## config.mk

```make
export PLATFORM = sky130hd
export DESIGN_NAME = bounded_deque_with_dump
export DESIGN_NICKNAME = d
export VERILOG_FILES = /design/src/hdl/bdq_pkg.sv /design/src/hdl/bounded_deque_with_dump.sv
export SDC_FILE = /design/constraint.sdc
export NUM_CORES = 1
export LEC_CHECK = 0
export BUFFER_PORTS_ARGS = -buffer_cell sky130_fd_sc_hd__buf_4
export CAP_MARGIN = 15
export CELL_PAD_IN_SITES_DETAIL_PLACEMENT = 0
export CELL_PAD_IN_SITES_GLOBAL_PLACEMENT = 1
export CORE_MARGIN = 4
export CORE_UTILIZATION = 50
export CTS_BUF_LIST = sky130_fd_sc_hd__clkbuf_8
export CTS_CLUSTER_DIAMETER = 50
export CTS_CLUSTER_SIZE = 14
export DETAILED_ROUTE_END_ITERATION = 6
export PLACE_DENSITY_LB_ADDON = 0.1
export SETUP_SLACK_MARGIN = 0.3
export SLEW_MARGIN = 20
export SYNTH_ARGS = -nofsm -noshare
export SYNTH_HDL_FRONTEND = slang
export SYNTH_SLANG_ARGS = --single-unit
```

## constraint.sdc

```tcl
create_clock -name i_clk -period 7.6 [get_ports i_clk]
set_clock_uncertainty 0.05 [all_clocks]
set_input_delay 0 -clock i_clk [delete_from_list [all_inputs] [get_ports i_clk]]
set_output_delay 0 -clock i_clk [all_outputs]
set_load 0.01 [all_outputs]
```

## src/hdl/bdq_pkg.sv

```systemverilog
// Shared types and constants for the bounded deque.
`default_nettype none
package bdq_pkg;

    typedef enum logic [2:0] {
        OP_PUSH_FRONT = 3'd0,
        OP_PUSH_BACK  = 3'd1,
        OP_POP_FRONT  = 3'd2,
        OP_PEEK_FRONT = 3'd3,
        OP_EMPTY_Q    = 3'd4,
        OP_DUMP       = 3'd5
    } t_opcode;

    localparam int unsigned WORD_W = 32;

    typedef logic signed [WORD_W-1:0] t_word;

    localparam t_word WORD_NONE = -32'sd1;
    localparam t_word WORD_ONE  = 32'sd1;
    localparam t_word WORD_ZERO = 32'sd0;

endpackage
`default_nettype wire

```

## src/hdl/bounded_deque_with_dump.sv

```systemverilog
// Bounded deque of signed words in a circular RAM, with front-to-back dump.
// Pop, peek, empty query and overflow/no-entry words appear the cycle after the
// command is taken; pushes give no result. One command is taken per cycle while busy
// is low; a dump reads the stored words front to back, one RAM read each, with busy
// high while the words after the front are read. The receiver cannot stall. Reset
// (synchronous, active low) empties the deque; RAM contents are not cleared.
`default_nettype none
module bounded_deque_with_dump #(
    parameter int unsigned DEPTH = 16
) (
    input  wire logic                 i_clk,
    input  wire logic                 i_rst_n,
    input  wire logic                 i_start,
    input  wire logic [2:0]           i_opcode,
    input  wire logic signed [31:0]   i_push_value,
    output logic                      o_busy,
    output logic                      o_valid,
    output logic signed [31:0]        o_data,
    output logic                      o_no_entry,
    output logic                      o_overflow,
    output logic                      o_last
);
    import bdq_pkg::*;

    localparam int unsigned AW = (DEPTH > 1) ? $clog2(DEPTH) : 1;
    localparam int unsigned CW = $clog2(DEPTH + 1);
    localparam logic [AW-1:0] PTR_LAST = AW'(DEPTH - 1);
    localparam logic [CW-1:0] CNT_FULL = CW'(DEPTH);
    localparam logic [CW-1:0] CNT_ONE  = CW'(1);

    // Word storage: one write port, one registered read port.
    t_word mem [DEPTH];
    t_word r_rd_data;

    // Deque pointers and fill level.
    logic [AW-1:0] r_front, n_front;
    logic [AW-1:0] r_back,  n_back;
    logic [CW-1:0] r_count, n_count;

    // Dump walk: next read address and words still to read.
    logic [AW-1:0] r_dump_ptr, n_dump_ptr;
    logic [CW-1:0] r_dump_left, n_dump_left;

    // Result register; data comes from RAM or from a fixed word.
    logic  r_valid, n_valid;
    logic  r_from_mem, n_from_mem;
    logic  r_no_entry, n_no_entry;
    logic  r_overflow, n_overflow;
    logic  r_last, n_last;
    t_word r_fixed, n_fixed;

    logic          accept;
    logic          we;
    logic [AW-1:0] wr_addr;
    logic [AW-1:0] rd_addr;
    logic          is_empty;
    logic          is_full;
    logic [AW-1:0] front_inc;
    logic [AW-1:0] front_dec;
    logic [AW-1:0] back_inc;
    logic [AW-1:0] dump_inc;

    assign o_busy   = (r_dump_left != '0);
    assign accept   = i_start && !o_busy;
    assign is_empty = (r_count == '0);
    assign is_full  = (r_count == CNT_FULL);

    assign front_inc = (r_front == PTR_LAST) ? '0 : r_front + AW'(1);
    assign front_dec = (r_front == '0) ? PTR_LAST : r_front - AW'(1);
    assign back_inc  = (r_back == PTR_LAST) ? '0 : r_back + AW'(1);
    assign dump_inc  = (r_dump_ptr == PTR_LAST) ? '0 : r_dump_ptr + AW'(1);

    // During a dump the walk pointer drives the read port; otherwise the front.
    assign rd_addr = o_busy ? r_dump_ptr : r_front;

    always_comb begin
        n_front     = r_front;
        n_back      = r_back;
        n_count     = r_count;
        n_dump_ptr  = r_dump_ptr;
        n_dump_left = r_dump_left;
        n_valid     = 1'b0;
        n_from_mem  = 1'b0;
        n_no_entry  = 1'b0;
        n_overflow  = 1'b0;
        n_last      = 1'b1;
        n_fixed     = WORD_ZERO;
        we          = 1'b0;
        wr_addr     = r_back;

        if (o_busy) begin
            // Dump walk: one RAM read per cycle, last flag on the back word.
            n_valid     = 1'b1;
            n_from_mem  = 1'b1;
            n_last      = (r_dump_left == CNT_ONE);
            n_dump_ptr  = dump_inc;
            n_dump_left = r_dump_left - CNT_ONE;
        end else if (accept) begin
            unique case (t_opcode'(i_opcode))
                OP_PUSH_FRONT, OP_PUSH_BACK: begin
                    if (is_full) begin
                        n_valid    = 1'b1;
                        n_overflow = 1'b1;
                    end else begin
                        we      = 1'b1;
                        n_count = r_count + CNT_ONE;
                        if (t_opcode'(i_opcode) == OP_PUSH_FRONT) begin
                            wr_addr = front_dec;
                            n_front = front_dec;
                        end else begin
                            wr_addr = r_back;
                            n_back  = back_inc;
                        end
                    end
                end
                OP_POP_FRONT, OP_PEEK_FRONT: begin
                    n_valid = 1'b1;
                    if (is_empty) begin
                        n_no_entry = 1'b1;
                        n_fixed    = WORD_NONE;
                    end else begin
                        n_from_mem = 1'b1;
                        if (t_opcode'(i_opcode) == OP_POP_FRONT) begin
                            n_front = front_inc;
                            n_count = r_count - CNT_ONE;
                        end
                    end
                end
                OP_EMPTY_Q: begin
                    n_valid = 1'b1;
                    n_fixed = is_empty ? WORD_ONE : WORD_ZERO;
                end
                OP_DUMP: begin
                    n_valid = 1'b1;
                    if (is_empty) begin
                        n_no_entry = 1'b1;
                        n_fixed    = WORD_NONE;
                    end else begin
                        // Front is read this cycle; the walk covers the rest.
                        n_from_mem  = 1'b1;
                        n_last      = (r_count == CNT_ONE);
                        n_dump_ptr  = front_inc;
                        n_dump_left = r_count - CNT_ONE;
                    end
                end
                default: begin
                    n_valid = 1'b0;
                end
            endcase
        end
    end

    // RAM: write and registered read.
    always_ff @(posedge i_clk) begin
        if (we) begin
            mem[wr_addr] <= i_push_value;
        end
        r_rd_data <= mem[rd_addr];
    end

    always_ff @(posedge i_clk) begin
        if (!i_rst_n) begin
            r_front     <= '0;
            r_back      <= '0;
            r_count     <= '0;
            r_dump_left <= '0;
            r_valid     <= 1'b0;
        end else begin
            r_front     <= n_front;
            r_back      <= n_back;
            r_count     <= n_count;
            r_dump_left <= n_dump_left;
            r_valid     <= n_valid;
        end
    end

    always_ff @(posedge i_clk) begin
        r_dump_ptr <= n_dump_ptr;
        r_from_mem <= n_from_mem;
        r_no_entry <= n_no_entry;
        r_overflow <= n_overflow;
        r_last     <= n_last;
        r_fixed    <= n_fixed;
    end

    assign o_valid    = r_valid;
    assign o_data     = r_from_mem ? r_rd_data : r_fixed;
    assign o_no_entry = r_no_entry;
    assign o_overflow = r_overflow;
    assign o_last     = r_last;

endmodule
`default_nettype wire
```

==> metrics.yaml, run 1 <==
run_status:
  outcome: "completed"
finish:
  layout-drive-gt1-share_pct: 12.7
  nNetsFinal: 1708
  area_delta_synth_final_pct: 11.9
  final_cells: 2289
synthesis:
  synthArstFlopShare_pct: 0
  synth.most_common_cell: "edfxtp_1"
  synth_nets: 1598
  synth_cell_type_count: 57
  synth_ff_type: "edfxtp_1"
  yosys-top-cells-count: "edfxtp_1 (516), nand2_1 (366), mux2i_1 (127), nand3_1 (70), dfxtp_1 (57)"
  yosysWarningCount: 0
  ys_ff_latch: 573
  synth-edff-count: 516
  ys_seq_area_share_pct: 73.8
  synth_area_leaders: "edfxtp_1 (69%), nand2_1 (6.1%), mux2i_1 (5.6%), dfxtp_1 (5.1%), a32o_1 (1.8%)"
  yosysTopAreaCell: "edfxtp_1"
  synthCells: 1546
  synth_top_area_share_pct: 68.8
  avgSynthCellArea_sq_um: 14.6
  syn_area_sq_mm: 0.0225
flow_run:
  drv_cap: 0
cts:
  clockBufferDepth: 3
  cts.reportedPaths.clkPinSlew_ps: 90
  insertion_delay_ps: 650
  cts_resized: 0
  cts_setup_buffers: 0
  htreeDepth: 2
  clock_sinks: 573
  cts_hold_buf: 40
  cts_buffers: 51
  cts-root-buf: "clkbuf_8"
  cts_tree: "done"
floorplanning:
  rows: 77
  core_sq_mm: 0.0444
  start_util_pct: 50.7
  ioPinCount: 75
  die_h_um: 220
  die_w_um: 220
  die-area_sq_mm: 0.0485
sta:
  worst_slew_pin_slew_ps: 1100
  final_max_slew_viol_count: 0
  finalHoldViolations: 0
  rsz0062_at_grt: "no"
  fin_crit_ps: 3900
  setup_viol: 0
  fmax_mhz: 257
  maxSlewHeadroom_pct: 26.7
  timing.hold.ws_ps: 136
  period_share_pct: 51.3
  tns_ps: 0
worst_setup_path:
  path_max_fanout: 22
  critPathLaunchType: "flop"
  crit_type: "reg -> reg"
  worstPathRequired_ps: 7830
  worst-endpoint-arrival_ps: 4130
  worstSetupEndpointType: "flop"
route:
  met1_length_mm: 24.0
  vias: 13000
  routed_wl_mm: 53.4
  drtIter0Drc: 1082
  wl_met3_mm: 2.79
  topRoutingLayerUsed: "met5"
  drt_first_pass_iters: 7
  drc: 0
  wl_met2_mm: 25.3
  wl_per_cell_um: 23.3
  ant_nets: 0
  viasPerCell: 5.67
global_route:
  overflow: 0
  grt_max_degree: 103
  grt_pass1_vias: 12700
  antenna_found_initial: 2
  grt_use_total_pct: 22.2
  grt_pass1_wl_mm: 80.0
hold_path:
  min_path_type: "in -> reg"
power:
  ir_drop_v: 0.000242
  power.density_mw_per_mm2: 335
  power_leakage_nw: 8.71
place:
  hpwl_mm: 27.5
  place.gp.congestion: 0.759
  port_buffers: 74
  placed_cells: 2155
[per-layer routing]
layer  up-vias  global-route usage (%)
li1       6040                       -
met1      6517                    31.9
met2       345                    35.8
met4         2                    6.18
met5         -                       0
met3        86                    3.13
[cell families (layout without fill, tap and decap cells)]
kind of cell	after synthesis	in the layout	share of synthesized area (%)
simple gates	528	528	9.82
fa+ha+maj	14	14	0.777
mux	133	133	5.97
flops	573	573	73.8
xor+xnor	15	15	0.583
buf+inv	102	252	2.19
other cells	0	1	0
compound gates	181	181	6.83
[per-stage QoR]
step                area [sq um]  worst slack (ps)  utilization [%]  power (mW)
CTS                        25200              3650             56.8        8.53
finish                     25200              3700             56.8        8.44
floorplan                  22500              3770                -        5.77
global route               25200              3400             56.8        8.92
global placement           23800              3780             53.7        6.75
detailed placement         23800              3680             53.7        6.77
[worst max-delay path, cell delays in order (launching register included)]
cell	delay (ps)
dfxtp_1	470
inv_1	100
ha_1	220
nand4bb_1	130
nand4_1	280
nor4_2	720
a31oi_1	540
nor2_4	490
buf_4	530
[where the power goes]
part           switching (mW)  internal, mW
Sequential              0.105          3.58
Combinational            1.85          1.15
Clock                    1.01         0.735
Total                    2.97          5.47
[path summary, 6_finish.rpt]
path,startpoint,endpoint,slack (ps),depth (start not counted)
setup / recovery,r_count[0],mem[1][9],3700,8
hold / removal,i_push_value[5],mem[7][5],140,2
setup reg to reg,r_count[0],mem[1][9],3700,8
hold reg to reg,r_back[1],r_back[1],500,2
[flip-flops by register name, indices dropped and copies added, names as in the netlist]
name	flops
r_rd_data	32
o_last	1
r_dump_left	5
r_dump_ptr	4
mem	512
o_overflow	1
r_back	4
r_from_mem	1
r_fixed	2
r_front	4
o_valid	1
o_no_entry	1
r_count	5
[placed cells by master, fill, tap and decap left out, types with 39 or more instances in the layout]
master and n:
edfxtp_1 516, nand2_1 366, a32o_1 41, dlygate4sd3_1 40, dfxtp_1 56, nand3_1 70, clkbuf_8 57, inv_1 39
mux2i_1 125, buf_4 103
[cell type report]
class | count | area (sq um)
Fill cell | 3591 | 19200
Sequential cell | 573 | 16600
Multi-Input combinational cell | 871 | 5610
Timing Repair Buffer | 144 | 1190
Clock buffer | 57 | 785
Tap cell | 592 | 741
Clock inverter | 36 | 198
Inverter | 15 | 58.8
Antenna cell | 1 | 2.50
(Power assumes the default switching activity.)
==> run 2, diff against run 1 <==
==> constraint.sdc (replaced) <==
create_clock -name i_clk -period 3.9 [get_ports i_clk]
set_clock_uncertainty 0.05 [all_clocks]
set_input_delay 0 -clock i_clk [delete_from_list [all_inputs] [get_ports i_clk]]
set_output_delay 0 -clock i_clk [all_outputs]
set_load 0.01 [all_outputs]
==> metrics.yaml, run 2 (synthesized netlist as in run 1, its figures left out) <==
cts:
  clock_sinks: 573
  insertion_delay_ps: 660
  cts.reportedPaths.clkPinSlew_ps: 90
  cts_tree: "done"
  cts_resized: 0
  clockBufferDepth: 3
  cts-root-buf: "clkbuf_8"
  htreeDepth: 2
  cts_buffers: 52
sta:
  setup_viol: 0
  worst_slew_pin_slew_ps: 1030
  period_share_pct: 85.4
  maxSlewHeadroom_pct: 31.3
  tns_ps: 0
  fmax_mhz: 300
  final_max_slew_viol_count: 0
  rsz0062_at_grt: "no"
  fin_crit_ps: 3330
  finalHoldViolations: 0
global_route:
  grt_pass1_wl_mm: 81.7
  overflow: 0
  grt_max_degree: 71
  antenna_found_initial: 1
  grt_use_total_pct: 22.7
  grt_use_met2_pct: 37.9
  busiest_layer: "met2"
  grt_use_met1_pct: 31.5
  grt_pass1_vias: 13100
  global_route.usage.met3_pct: 3.31
finish:
  final_common_cell: "edfxtp_1"
  final_cells: 2317
  utilization_pct: 57.5
  top_register: "mem"
  nNetsFinal: 1736
  layout-drive-gt1-share_pct: 14.3
  fill_cells: 3580
  final_area_sq_mm: 0.0256
  top_regs: "mem x512, r_rd_data x32"
  mostFrequentLayoutCells: "edfxtp_1 (516), nand2_1 (366), mux2i_1 (125)"
  area_delta_synth_final_pct: 13.4
  largest_register_ffs: 512
  antennaDiodeCount: 0
hold_path:
  min_path_cells: 2
  hold_end: "mem[13][29]"
  min_path_type: "in -> reg"
  min-delay-start: "i_push_value[29]"
worst_setup_path:
  critPathLaunchType: "flop"
  worstSetupEndpointType: "flop"
  r2r_end: "r_rd_data[4]"
  crit_type: "reg -> reg"
  worstPathRequired_ps: 4440
  reg2reg_from: "r_dump_left[0]"
  reg2reg_depth: 10
  worst-endpoint-arrival_ps: 3870
  rrSetupSlack_ps: 570
  path_max_fanout: 70
place:
  place.gp.congestion: 0.771
  port_buffers: 74
  placed_cells: 2183
  hpwl_mm: 30.8
  place_area_sq_mm: 0.0242
floorplanning:
  core_sq_mm: 0.0444
  rows: 77
  die_w_um: 220
  start_util_pct: 50.7
  die-area_sq_mm: 0.0485
  die_h_um: 220
  ioPinCount: 75
route:
  wl_per_cell_um: 23.7
  vias: 13200
  drtIter0Drc: 856
  drt_first_pass_iters: 4
  drc: 0
  viasPerCell: 5.69
  ant_nets: 0
  routed_wl_mm: 54.8
run_status:
  outcome: "completed"
power:
  power_leakage_nw: 8.90
  finalPower_mw: 16.7
  ir_drop_v: 0.000449
  power.density_mw_per_mm2: 652
flow_run:
  drv_cap: 0
## run 2: layout make-up
cell class | count | area (sq um) | area share (%)
Clock buffer | 56 | 771 | 3.02
Clock inverter | 39 | 230 | 0.901
Inverter | 15 | 58.8 | 0.230
Multi-Input combinational cell | 871 | 5610 | 21.9
Sequential cell | 573 | 16600 | 65.1
Tap cell | 592 | 741 | 2.90
Timing Repair Buffer | 171 | 1510 | 5.90
## run 2: worst max path at each step
stage	from	to	slack (ps)	cells after the start
2_1_floorplan	r_count[0]	mem[12][0]	70	8
3_3_place_gp	r_dump_left[0]	r_rd_data[4]	580	10
3_5_place_dp	r_dump_left[0]	r_rd_data[4]	530	10
4_1_cts	r_dump_left[0]	r_rd_data[4]	520	10
5_1_grt	r_count[0]	mem[2][16]	350	10
6_report	r_dump_left[0]	r_rd_data[4]	570	10
## run 2: layer usage
| layer | vias up | wire, um |
|---|---|---|
| li1 | 6116 | - |
| met5 | - | 12 |
| met3 | 82 | 2620 |
| met4 | 2 | 1260 |
| met1 | 6688 | 24200 |
| met2 | 298 | 26800 |
## run 2: what timing repair did
item                      in CTS  in global routing
hold buffers                  39                  0
hold endpoints to repair     541                  0
buffers inserted               0                  0
## run 2: worst max-delay path, cell delays in order (launching register included)
cell and delay (ps):
dfxtp_1 400, inv_1 100, ha_1 260, and2_4 210, inv_4 230, mux2_8 630
buf_12 390, nand2_1 90, a32o_1 260, a221oi_1 360, o2111a_1 220
## run 2: power breakdown
| part | internal [mW] | total (mW) | switching (mW) |
|---|---|---|---|
| clock network | 1.43 | 3.45 | 2.02 |
| registers | 6.98 | 7.11 | 0.132 |
| logic | 2.37 | 6.09 | 3.72 |
## run 2: metrics by stage
step,setup WS (ps),hold WS (ps)
detailed placement,530,230
CTS,519,71.6
floorplan,67.0,48.9
finish,570,136
global route,346,102
global placement,576,225
